==> src/rtl/ffaa_pkg.sv <==
// shared types, constants and codes of the first-fit arena allocator
package ffaa_pkg;

  // field and key widths
  localparam int FIELD_W = 22;
  localparam int KEY_W   = FIELD_W + 1;
  localparam int SUM_W   = FIELD_W + 2;

  // arena geometry
  localparam int ARENA_BYTES    = 4194304;
  localparam int HEADER_BYTES   = 24;
  localparam int ALIGN_BYTES    = 8;
  localparam int FREE_SLOTS_DEF = 64;
  localparam int LIVE_SLOTS_DEF = 64;

  // opcodes
  localparam logic OP_ALLOC = 1'b0;
  localparam logic OP_FREE  = 1'b1;

  // result status codes
  typedef enum logic [1:0] {
    STAT_OK       = 2'd0,
    STAT_OOM      = 2'd1,
    STAT_NOT_LIVE = 2'd2,
    STAT_FULL     = 2'd3
  } stat_t;

  // input and result words
  typedef struct packed {
    logic               opcode;
    logic [FIELD_W-1:0] request_size;
    logic [FIELD_W-1:0] user_offset;
  } in_word_t;

  typedef struct packed {
    stat_t              status;
    logic [FIELD_W-1:0] granted_offset;
    logic [FIELD_W-1:0] granted_size;
    logic [1:0]         merges;
  } out_word_t;

  // one table entry
  typedef struct packed {
    logic [FIELD_W-1:0] start;
    logic [FIELD_W-1:0] size;
  } ent_t;

  // search token handed from cell to cell
  typedef struct packed {
    logic live;
    logic found;
    logic hit_valid;
    ent_t hit;
    logic prev_valid;
    ent_t prev;
  } tok_t;

  // update broadcast to all cells of one chain
  typedef struct packed {
    logic load_hit;
    logic load_prev;
    logic shift_left;
    logic shift_right;
    ent_t data;
  } cmd_t;

  // per-cell match test
  typedef enum logic [1:0] {
    M_FIT,
    M_ABOVE,
    M_EQUAL,
    M_EMPTY
  } match_t;

  // controller states
  typedef enum logic [1:0] {
    ST_IDLE,
    ST_SCAN,
    ST_APPLY
  } state_t;

  localparam ent_t FREE_RESET = '{start: '0, size: FIELD_W'(ARENA_BYTES - HEADER_BYTES)};

endpackage

==> src/rtl/ffaa_cell.sv <==
// one table cell: holds an entry, tests it as the search token passes, shifts on command
module ffaa_cell
  import ffaa_pkg::*;
#(
  parameter ent_t RST_ENT = '0
) (
  input  logic             clk,
  input  logic             rst_n,
  input  logic             valid,
  input  match_t           mode,
  input  logic [KEY_W-1:0] key,
  input  tok_t             tok_in,
  output tok_t             tok_out,
  input  ent_t             left_ent,
  input  ent_t             right_ent,
  input  logic             next_before,
  output ent_t             ent,
  output logic             prev_flag,
  input  cmd_t             cmd
);

  ent_t ent_r, ent_nxt;
  tok_t tok_r, tok_nxt;
  logic hit_r, after_r, before_r;
  logic match, hit;

  // local match test against the broadcast key
  always_comb begin
    unique case (mode)
      M_FIT:   match = valid && ({1'b0, ent_r.size} >= key);
      M_ABOVE: match = !valid || ({1'b0, ent_r.start} > key);
      M_EQUAL: match = valid && ({1'b0, ent_r.start} == key);
      M_EMPTY: match = !valid;
      default: match = 1'b0;
    endcase
  end

  assign hit = !tok_in.found && match;

  // token update: first hit is captured, last valid cell ahead of it rides along
  always_comb begin
    tok_nxt = tok_in;
    if (hit) begin
      tok_nxt.found     = 1'b1;
      tok_nxt.hit_valid = valid;
      tok_nxt.hit       = ent_r;
    end
    if (!tok_in.found && !match && valid) begin
      tok_nxt.prev_valid = 1'b1;
      tok_nxt.prev       = ent_r;
    end
  end

  // entry update
  always_comb begin
    ent_nxt = ent_r;
    if (cmd.shift_left && (hit_r || after_r)) begin
      ent_nxt = right_ent;
    end
    if (cmd.shift_right && after_r) begin
      ent_nxt = left_ent;
    end
    if ((cmd.shift_right || cmd.load_hit) && hit_r) begin
      ent_nxt = cmd.data;
    end
    if (cmd.load_prev && before_r && !next_before) begin
      ent_nxt = cmd.data;
    end
  end

  always_ff @(posedge clk) begin
    if (!rst_n) begin
      ent_r    <= RST_ENT;
      tok_r    <= '0;
      hit_r    <= 1'b0;
      after_r  <= 1'b0;
      before_r <= 1'b0;
    end else begin
      ent_r <= ent_nxt;
      tok_r <= tok_nxt;
      if (tok_in.live) begin
        hit_r    <= hit;
        after_r  <= tok_in.found;
        before_r <= !tok_in.found && !match;
      end
    end
  end

  assign tok_out   = tok_r;
  assign ent       = ent_r;
  assign prev_flag = before_r;

endmodule
==> config.mk <==
export PLATFORM = sky130hd
export DESIGN_NAME = ffaa_cell
export DESIGN_NICKNAME = d
export VERILOG_FILES = /design/src/rtl/ffaa_pkg.sv /design/src/rtl/ffaa_cell.sv
export SDC_FILE = /design/constraint.sdc
export NUM_CORES = 1
export LEC_CHECK = 0
export BUFFER_PORTS_ARGS = -buffer_cell sky130_fd_sc_hd__buf_4
export CORE_AREA = 2 2 151 153
export CTS_BUF_LIST = sky130_fd_sc_hd__clkbuf_2
export CTS_CLUSTER_SIZE = 30
export DETAILED_ROUTE_END_ITERATION = 10
export DIE_AREA = 0 0 153 155
export HOLD_SLACK_MARGIN = 0.15
export SLEW_MARGIN = 20
export SYNTH_ARGS = -nofsm -noshare
export SYNTH_HDL_FRONTEND = slang
export SYNTH_SLANG_ARGS = --single-unit
==> constraint.sdc <==
create_clock -name clk -period 7.16 [get_ports clk]
set_clock_uncertainty 0.05 [all_clocks]
set_input_delay 1.432 -clock clk [delete_from_list [all_inputs] [get_ports clk]]
set_output_delay 1.432 -clock clk [all_outputs]
set_load 0.01 [all_outputs]
==> out/metrics.cfg, run 1 <==
[finish]
multi_input_area_mm2=0.00397
fillers=2284
utilization_pct=47.2
syn2layout_area_growth_pct=46.3
drive_above_1_share_pct=36.3
design_area_mm2=0.0105
seq_area_mm2=0.00278
final_nets=1502

[global_route]
grt_pass1_wl_um=41400
grt_antenna_before_repair=2
grt_overflow_total=0
grt_max_degree=107
grt_pass1_vias=7057
grt_util_all_layers_pct=22.9

[timing]
slew_headroom_pct=26.7
fmax_mhz=236
finalMaxSlewViolations=0
tightest_slew_ns=1.10
rsz0062_at_grt=no
finalCriticalPeriod_ns=4.24
layout_setup_ws_ns=2.92
finalSetupTns_ns=0
hold_violations=0
setup_viol=0
finalCritPeriodShare_pct=59.2

[worst_hold_path]
hp-class=reg2reg
hold_depth=2

[drt]
vias=7447
postRouteAntennaNets=0
dr.pass1.iters=4
routed_wl_um=28200
wl_per_cell_um=18.8
via_per_inst=4.96
drt_iter0_drc=363
drcViolationCount=0

[logic_synthesis]
synthDominantCellAreaShare_pct=38.8
ys_ff_latch=139
syn_nets=1147
synth_async_sr_flop_share_pct=0
yosys-top-cells-area=dfxtp_1 (39%), mux2i_1 (13%), nand2_1 (12%)
ys.warnings.count=0
postSynthAreaPerCell_um2=8.47
synth-seq-area-share_pct=38.8
synth-edff-count=0
ys_types=44
synthFlopType=dfxtp_1
netlist_area_mm2=0.00717
synth.largest_area_cell=dfxtp_1
netlist_instances=846

[clock_tree]
cts_sinks=139
cts_tree=yes
cts_root_buffer=clkbuf_2
htreeDepth=4
holdBufCountCts=0
insertion_delay_ns=0.71
clkSlewWorstSetupHoldPaths_ns=0.22
post-cts-setup-buffer-count=0
ctsResizeCount=0
cts_inserted_buffers=17
clock_path_buffers=2

[place]
place_hpwl_um=22000
dpl_cell_area_mm2=0.0102
gp_congestion=0.843
io_buffers=393
place_ws_ns=2.16

[power]
ir_drop_mv=0.0821
p_per_area_mw_per_mm2=171
leakage_nw=5.00
power_mw=1.79

[critical_path]
r2r_cells=9
cp.arrival_ns=4.83
crit_path_end_kind=flop
timing_worst_setup_path_type=in2reg
crit_path_start_kind=input port
path_max_fanout=23
crit_required_ns=7.75

[floorplanning]
die-area_mm2=0.0237
fp-row-count=55
initial_utilization_pct=32.2
ios=394
core_area_mm2=0.0222
die_y_um=155
die_x_um=153

[outcome]
status=completed

[flow_run]
max-cap-violations=0

sequential cells by signal, summed over array words and instances, names as in the netlist:
signal     cells
tok_out       92
ent           44
after_r        1
hit_r          1
prev_flag      1
critical path, cell delays in order:
cell      delay [ns]
buf_4           0.07
inv_1           0.04
ha_1            0.30
a21oi_1         0.15
o21ai_0         0.15
a221o_1         0.37
a211o_1         0.28
o21bai_1        0.37
and4b_2         0.87
buf_4           0.51
mux2i_1         0.25
per-layer routing:
metal  track usage (%)  wire length, um  vias up
met5                 0                0        -
met4              5.86              575        0
met3              5.38             1840       31
met2              38.5            13500      286
met1              29.7            12300     3469
li1                  -                -     3661
stage by stage:
stage	hold WS [ns]	cells
6_report	0.484	1501
5_1_grt	0.498	1501
4_1_cts	0.484	1499
3_5_place_dp	0.458	1467
3_3_place_gp	0.454	1466
2_1_floorplan	0.459	846
cells in the mapped netlist, types with 2 or more instances:
master    instances
nand2_1         230
dfxtp_1         139
nand3_1          91
mux2i_1          90
clkbuf_1         51
o211ai_1         46
a21boi_0         45
ha_1             44
inv_1            26
a21oi_1          15
o21a_1            7
nand4_1           6
a21o_1            5
buf_6             5
nor2_1            5
o21ai_0           5
buf_12            3
nand4b_1          3
a211oi_1          2
buf_1             2
nor2b_1           2
o22ai_1           2
cells by family (layout without fill, tap and decap cells):
group                    Yosys count  count (layout)  synth area share (%)
AND/OR/NAND/NOR                  346             346                  20.9
adder cells (fa/ha/maj)           44              44                  7.68
multiplexers                      90              90                  12.6
buffers and inverters             89             457                  6.08
other                              0               2                     0
AO/OA/AOI/OAI                    138             138                  14.0
flip-flops                       139             139                  38.8
path summary, 6_finish.rpt:
| check | startpoint | end | slack (ns) |
|---|---|---|---|
| setup / recovery | key[8] | tok_out[43]$_SDFF_PN0_ | 2.92 |
| hold reg to reg | ent[7]$_SDFFE_PN0P_ | ent[7]$_SDFFE_PN0P_ | 0.48 |
| setup reg to reg | ent[41]$_SDFFE_PN0P_ | tok_out[43]$_SDFF_PN0_ | 3.32 |
| hold / removal | ent[7]$_SDFFE_PN0P_ | ent[7]$_SDFFE_PN0P_ | 0.48 |
where the power goes:
group          total, mW  internal [mW]  switching (mW)
logic              0.438          0.234           0.205
clock network      0.473          0.138           0.335
registers          0.880          0.827          0.0529
cells in the final DEF, fill, tap and decap left out, types with 2 or more instances in the layout:
master / instances
diode_2: 2
a21boi_0: 45
inv_6: 7
nand4b_1: 3
o21a_1: 5
buf_4: 396
mux2i_1: 90
nor2b_1: 2
ha_1: 44
inv_1: 26
a211oi_1: 2
dfxtp_1: 138
clkbuf_2: 17
o22ai_1: 2
nand3_1: 91
nor2_1: 5
clkinvlp_4: 4
o21ai_0: 5
nand4_1: 6
a21o_1: 5
nand2_1: 230
o211ai_1: 46
a21oi_1: 14
o21a_2: 2
inv_8: 2
final cells by class:
class,count,share of cell area [%]
clock buffers,17,0.811
well taps,285,3.40
multi-input cells,618,37.9
diodes,2,0.0477
flip-flops and latches,139,26.5
clock inverters,15,1.46
inverters,26,0.931
repair buffers,399,28.9
No activity file was read; power rests on OpenSTA's default activity.
==> run 2: changes to the inputs <==
--- a/config.mk
+++ b/config.mk
@@ -5,12 +5,13 @@
 export SDC_FILE = /design/constraint.sdc
 export NUM_CORES = 1
 export LEC_CHECK = 0
+export ABC_AREA = 1
 export BUFFER_PORTS_ARGS = -buffer_cell sky130_fd_sc_hd__buf_4
-export CORE_AREA = 2 2 151 153
+export CORE_AREA = 2 2 153 155
 export CTS_BUF_LIST = sky130_fd_sc_hd__clkbuf_2
 export CTS_CLUSTER_SIZE = 30
 export DETAILED_ROUTE_END_ITERATION = 10
-export DIE_AREA = 0 0 153 155
+export DIE_AREA = 0 0 155 157
 export HOLD_SLACK_MARGIN = 0.15
 export SLEW_MARGIN = 20
 export SYNTH_ARGS = -nofsm -noshare
==> constraint.sdc (replaced) <==
create_clock -name clk -period 4.1 [get_ports clk]
set_clock_uncertainty 0.05 [all_clocks]
set_input_delay 0.82 -clock clk [delete_from_list [all_inputs] [get_ports clk]]
set_output_delay 0.82 -clock clk [all_outputs]
set_load 0.01 [all_outputs]
==> run 2 against run 1 <==
  * Setup slack got worse by 1.7 ns
  * Global-route usage rose by 0.40 points
  * Worst hold slack got worse by 0.24 ns
  * Die area rose by 2.6%
  * Via count rose by 9.0%
  * Synthesized cell count rose by 26%
  * Sequential cell count did not move
  * First-iteration DRC count rose by 32%
  * Area after synthesis rose by 0.10%
  * Sequential power rose by 84%
  * Critical path depth rose by 3
  * Sequential share of layout area fell by 0.25 points
  * Largest cell class unchanged
==> out/metrics.cfg, run 2 <==
[worst_hold_path]
hp-class=in2reg

[global_route]
grt_antenna_before_repair=1  ; -1
grt_most_used_layer=met2
grtUsageMet1_pct=29.6  ; -0.12 points
met2_usage_pct=38.7  ; +0.14 points
grt_pass1_vias=7650  ; +8.4%
grt_pass1_wl_um=42800  ; +3.4%
grt_overflow_total=0  ; unchanged
grt_util_all_layers_pct=23.3  ; +0.40 points
grt_max_degree=97  ; -9.3%
grt_use_met3_pct=5.23  ; -0.14 points

[logic_synthesis]
synthFlopType=dfxtp_1
netlist_instances=1067  ; +26%
ys.warnings.count=0  ; unchanged
syn_nets=1368  ; +19%
synth.largest_area_cell=dfxtp_1
synth_async_sr_flop_share_pct=0  ; unchanged
synth-seq-area-share_pct=38.8  ; -0.041 points
postSynthAreaPerCell_um2=6.72  ; -21%
synthMuxAreaShare_pct=0  ; -13 points
synthSimpleGateAreaFrac_pct=29.8  ; +8.9 points
synthAdderAreaFrac_pct=7.67  ; -0.0080 points
synth-compound-area-share_pct=14.3  ; +0.28 points
yosys-top-cells-area=dfxtp_1 (39%), nand2_1 (11%), nor2_1 (10%)
synth_commonest_cells=nand2_1 (207), nor2_1 (196), dfxtp_1 (139)
synth.most_common_cell=nand2_1
synth_top_family_by_area=simple AND/OR/NAND/NOR gates
ys_ff_latch=139  ; unchanged
synthDominantCellAreaShare_pct=38.8  ; -0.041 points
synth-edff-count=0  ; unchanged
ys_types=33  ; -25%
netlist_area_mm2=0.00717  ; +0.10%
synth-xor-area-share_pct=0  ; unchanged

[clock_tree]
ctsResizeCount=0  ; unchanged
cts_tree=yes
cts_sinks=139  ; unchanged
cts_root_buffer=clkbuf_2
clkSlewWorstSetupHoldPaths_ns=0.23  ; about the same
clock_path_buffers=2  ; unchanged
cts_inserted_buffers=17  ; unchanged
holdBufCountCts=0  ; unchanged
insertion_delay_ns=0.72  ; about the same
htreeDepth=4  ; unchanged
post-cts-setup-buffer-count=0  ; unchanged

[floorplanning]
fp-row-count=55  ; unchanged
ios=394  ; unchanged
die-area_mm2=0.0243  ; +2.6%
initial_utilization_pct=31.9  ; -0.36 points
core_area_mm2=0.0225  ; +1.2%
die_y_um=157  ; +1.3%
die_x_um=155  ; +1.3%

[timing]
hold_ws_ns=0.247  ; -0.237 ns
finalCritPeriodShare_pct=69.9
hold_violations=0  ; unchanged
layout_setup_ws_ns=1.24  ; -1.69 ns
rsz0062_at_grt=no
tightest_slew_ns=0.949  ; -0.149 ns
setup_viol=0  ; unchanged
slew_headroom_pct=36.7  ; +10 points
finalSetupTns_ns=0  ; unchanged
finalCriticalPeriod_ns=2.86
fmax_mhz=349
finalMaxSlewViolations=0  ; unchanged

[power]
ir_drop_mv=0.147  ; +79%
leakage_nw=5.78  ; +16%
power_mw=3.55  ; +98%
p_per_area_mw_per_mm2=335  ; +96%

[critical_path]
critPathMaxStageDelay_ns=0.36  ; -0.51 ns
crit_path_top_delay_cell=nand2_4
path_max_fanout=46  ; +100%
crit_path_end_kind=flop
worstPathCellList=buf_4, ha_1, a21oi_1, nor2_1, a211oi_1, nand2_1, nand2_1, nand2_1, nand2_2, nand2_2, nand2_4, inv_4, nor2_1, nor2_1
timing_worst_setup_path_type=reg2reg
cp.arrival_ns=3.41  ; -1.42 ns
crit_path_start_kind=flop
rrSetupSlack_ns=1.24  ; -2.08 ns
crit_required_ns=4.65  ; -3.10 ns

[drt]
via_per_inst=4.70  ; -5.2%
wl_per_cell_um=17.0  ; -9.6%
dr.pass1.iters=5  ; +1
drt_iter0_drc=479  ; +32%
vias=8120  ; +9.0%
drcViolationCount=0  ; unchanged
postRouteAntennaNets=0  ; unchanged
routed_wl_um=29300  ; +4.0%

[finish]
layout_common_cells=buf_4 (405), nand2_1 (207), nor2_1 (196), dfxtp_1 (139), o21ai_0 (127)
design_area_mm2=0.0106  ; +0.92%
syn2layout_area_growth_pct=47.5
largest_reg_flops=92  ; unchanged
drive_above_1_share_pct=31.4  ; -5.0 points
final_common_cell=buf_4
final_nets=1730  ; +15%

[place]
gp_congestion=0.888  ; +5.3%
place_hpwl_um=23000  ; +4.5%
place_ws_ns=0.747  ; -1.41 ns
dpl_cell_area_mm2=0.0103  ; +0.77%
io_buffers=393  ; unchanged

[outcome]
status=completed

[flow_run]
max-cap-violations=0  ; unchanged

[run 2: layout make-up]
cell class / count / area, um^2
Fill cell: 2371 / 11900
Multi-Input combinational cell: 763 / 3720
Timing Repair Buffer: 407 / 3080
Sequential cell: 139 / 2780
Inverter: 101 / 382
Tap cell: 285 / 357
Clock inverter: 13 / 168
Clock buffer: 18 / 90.1
Antenna cell: 1 / 2.50
[run 2: cells by family after synthesis]
kind of cell / Yosys count
buffers and inverters: 165
AND/OR/NAND/NOR: 517
flip-flops: 139
adder cells (fa/ha/maj): 44
AO/OA/AOI/OAI: 202
[run 2: critical path: cells and delay by family, from the launching register on]
| kind | cells | cell delay [ns] |
|---|---|---|
| flops | 1 | 0.35 |
| compound gates | 2 | 0.44 |
| buf+inv | 2 | 0.45 |
| fa+ha+maj | 1 | 0.32 |
| simple gates | 9 | 1.09 |
[run 2: per-stage QoR]
stage | std cells | util (%)
after floorplan | 1067 | -
after global placement | 1695 | 45.9
after detailed placement | 1695 | 45.9
after CTS | 1726 | 47.0
after global routing | 1727 | 47.0
final | 1727 | 47.0
[run 2: metal layers]
| layer | vias up | part of all wire [%] |
|---|---|---|
| li1 | 4161 | - |
| met1 | 3614 | 44 |
| met2 | 303 | 47 |
| met3 | 42 | 6.4 |
| met4 | 0 | 2.7 |
| met5 | - | 0 |
[run 2: worst paths after layout]
check	startpoint	to	depth (start not counted)
worst max-delay path	ent[16]$_SDFFE_PN0P_	tok_out[85]$_SDFF_PN0_	14
worst min-delay path	tok_in[79]	tok_out[79]$_SDFF_PN0_	3
worst max register to register	ent[16]$_SDFFE_PN0P_	tok_out[85]$_SDFF_PN0_	14
worst min register to register	prev_flag$_SDFFE_PN0P_	prev_flag$_SDFFE_PN0P_	2
[run 2: power breakdown]
part | leakage, nW | switching, mW | total, mW | internal, mW
sequential | 1.16 | 0.141 | 1.62 | 1.48
clock | 0.151 | 0.548 | 0.894 | 0.346
combinational | 4.47 | 0.538 | 1.03 | 0.496
total | 5.78 | 1.23 | 3.55 | 2.32
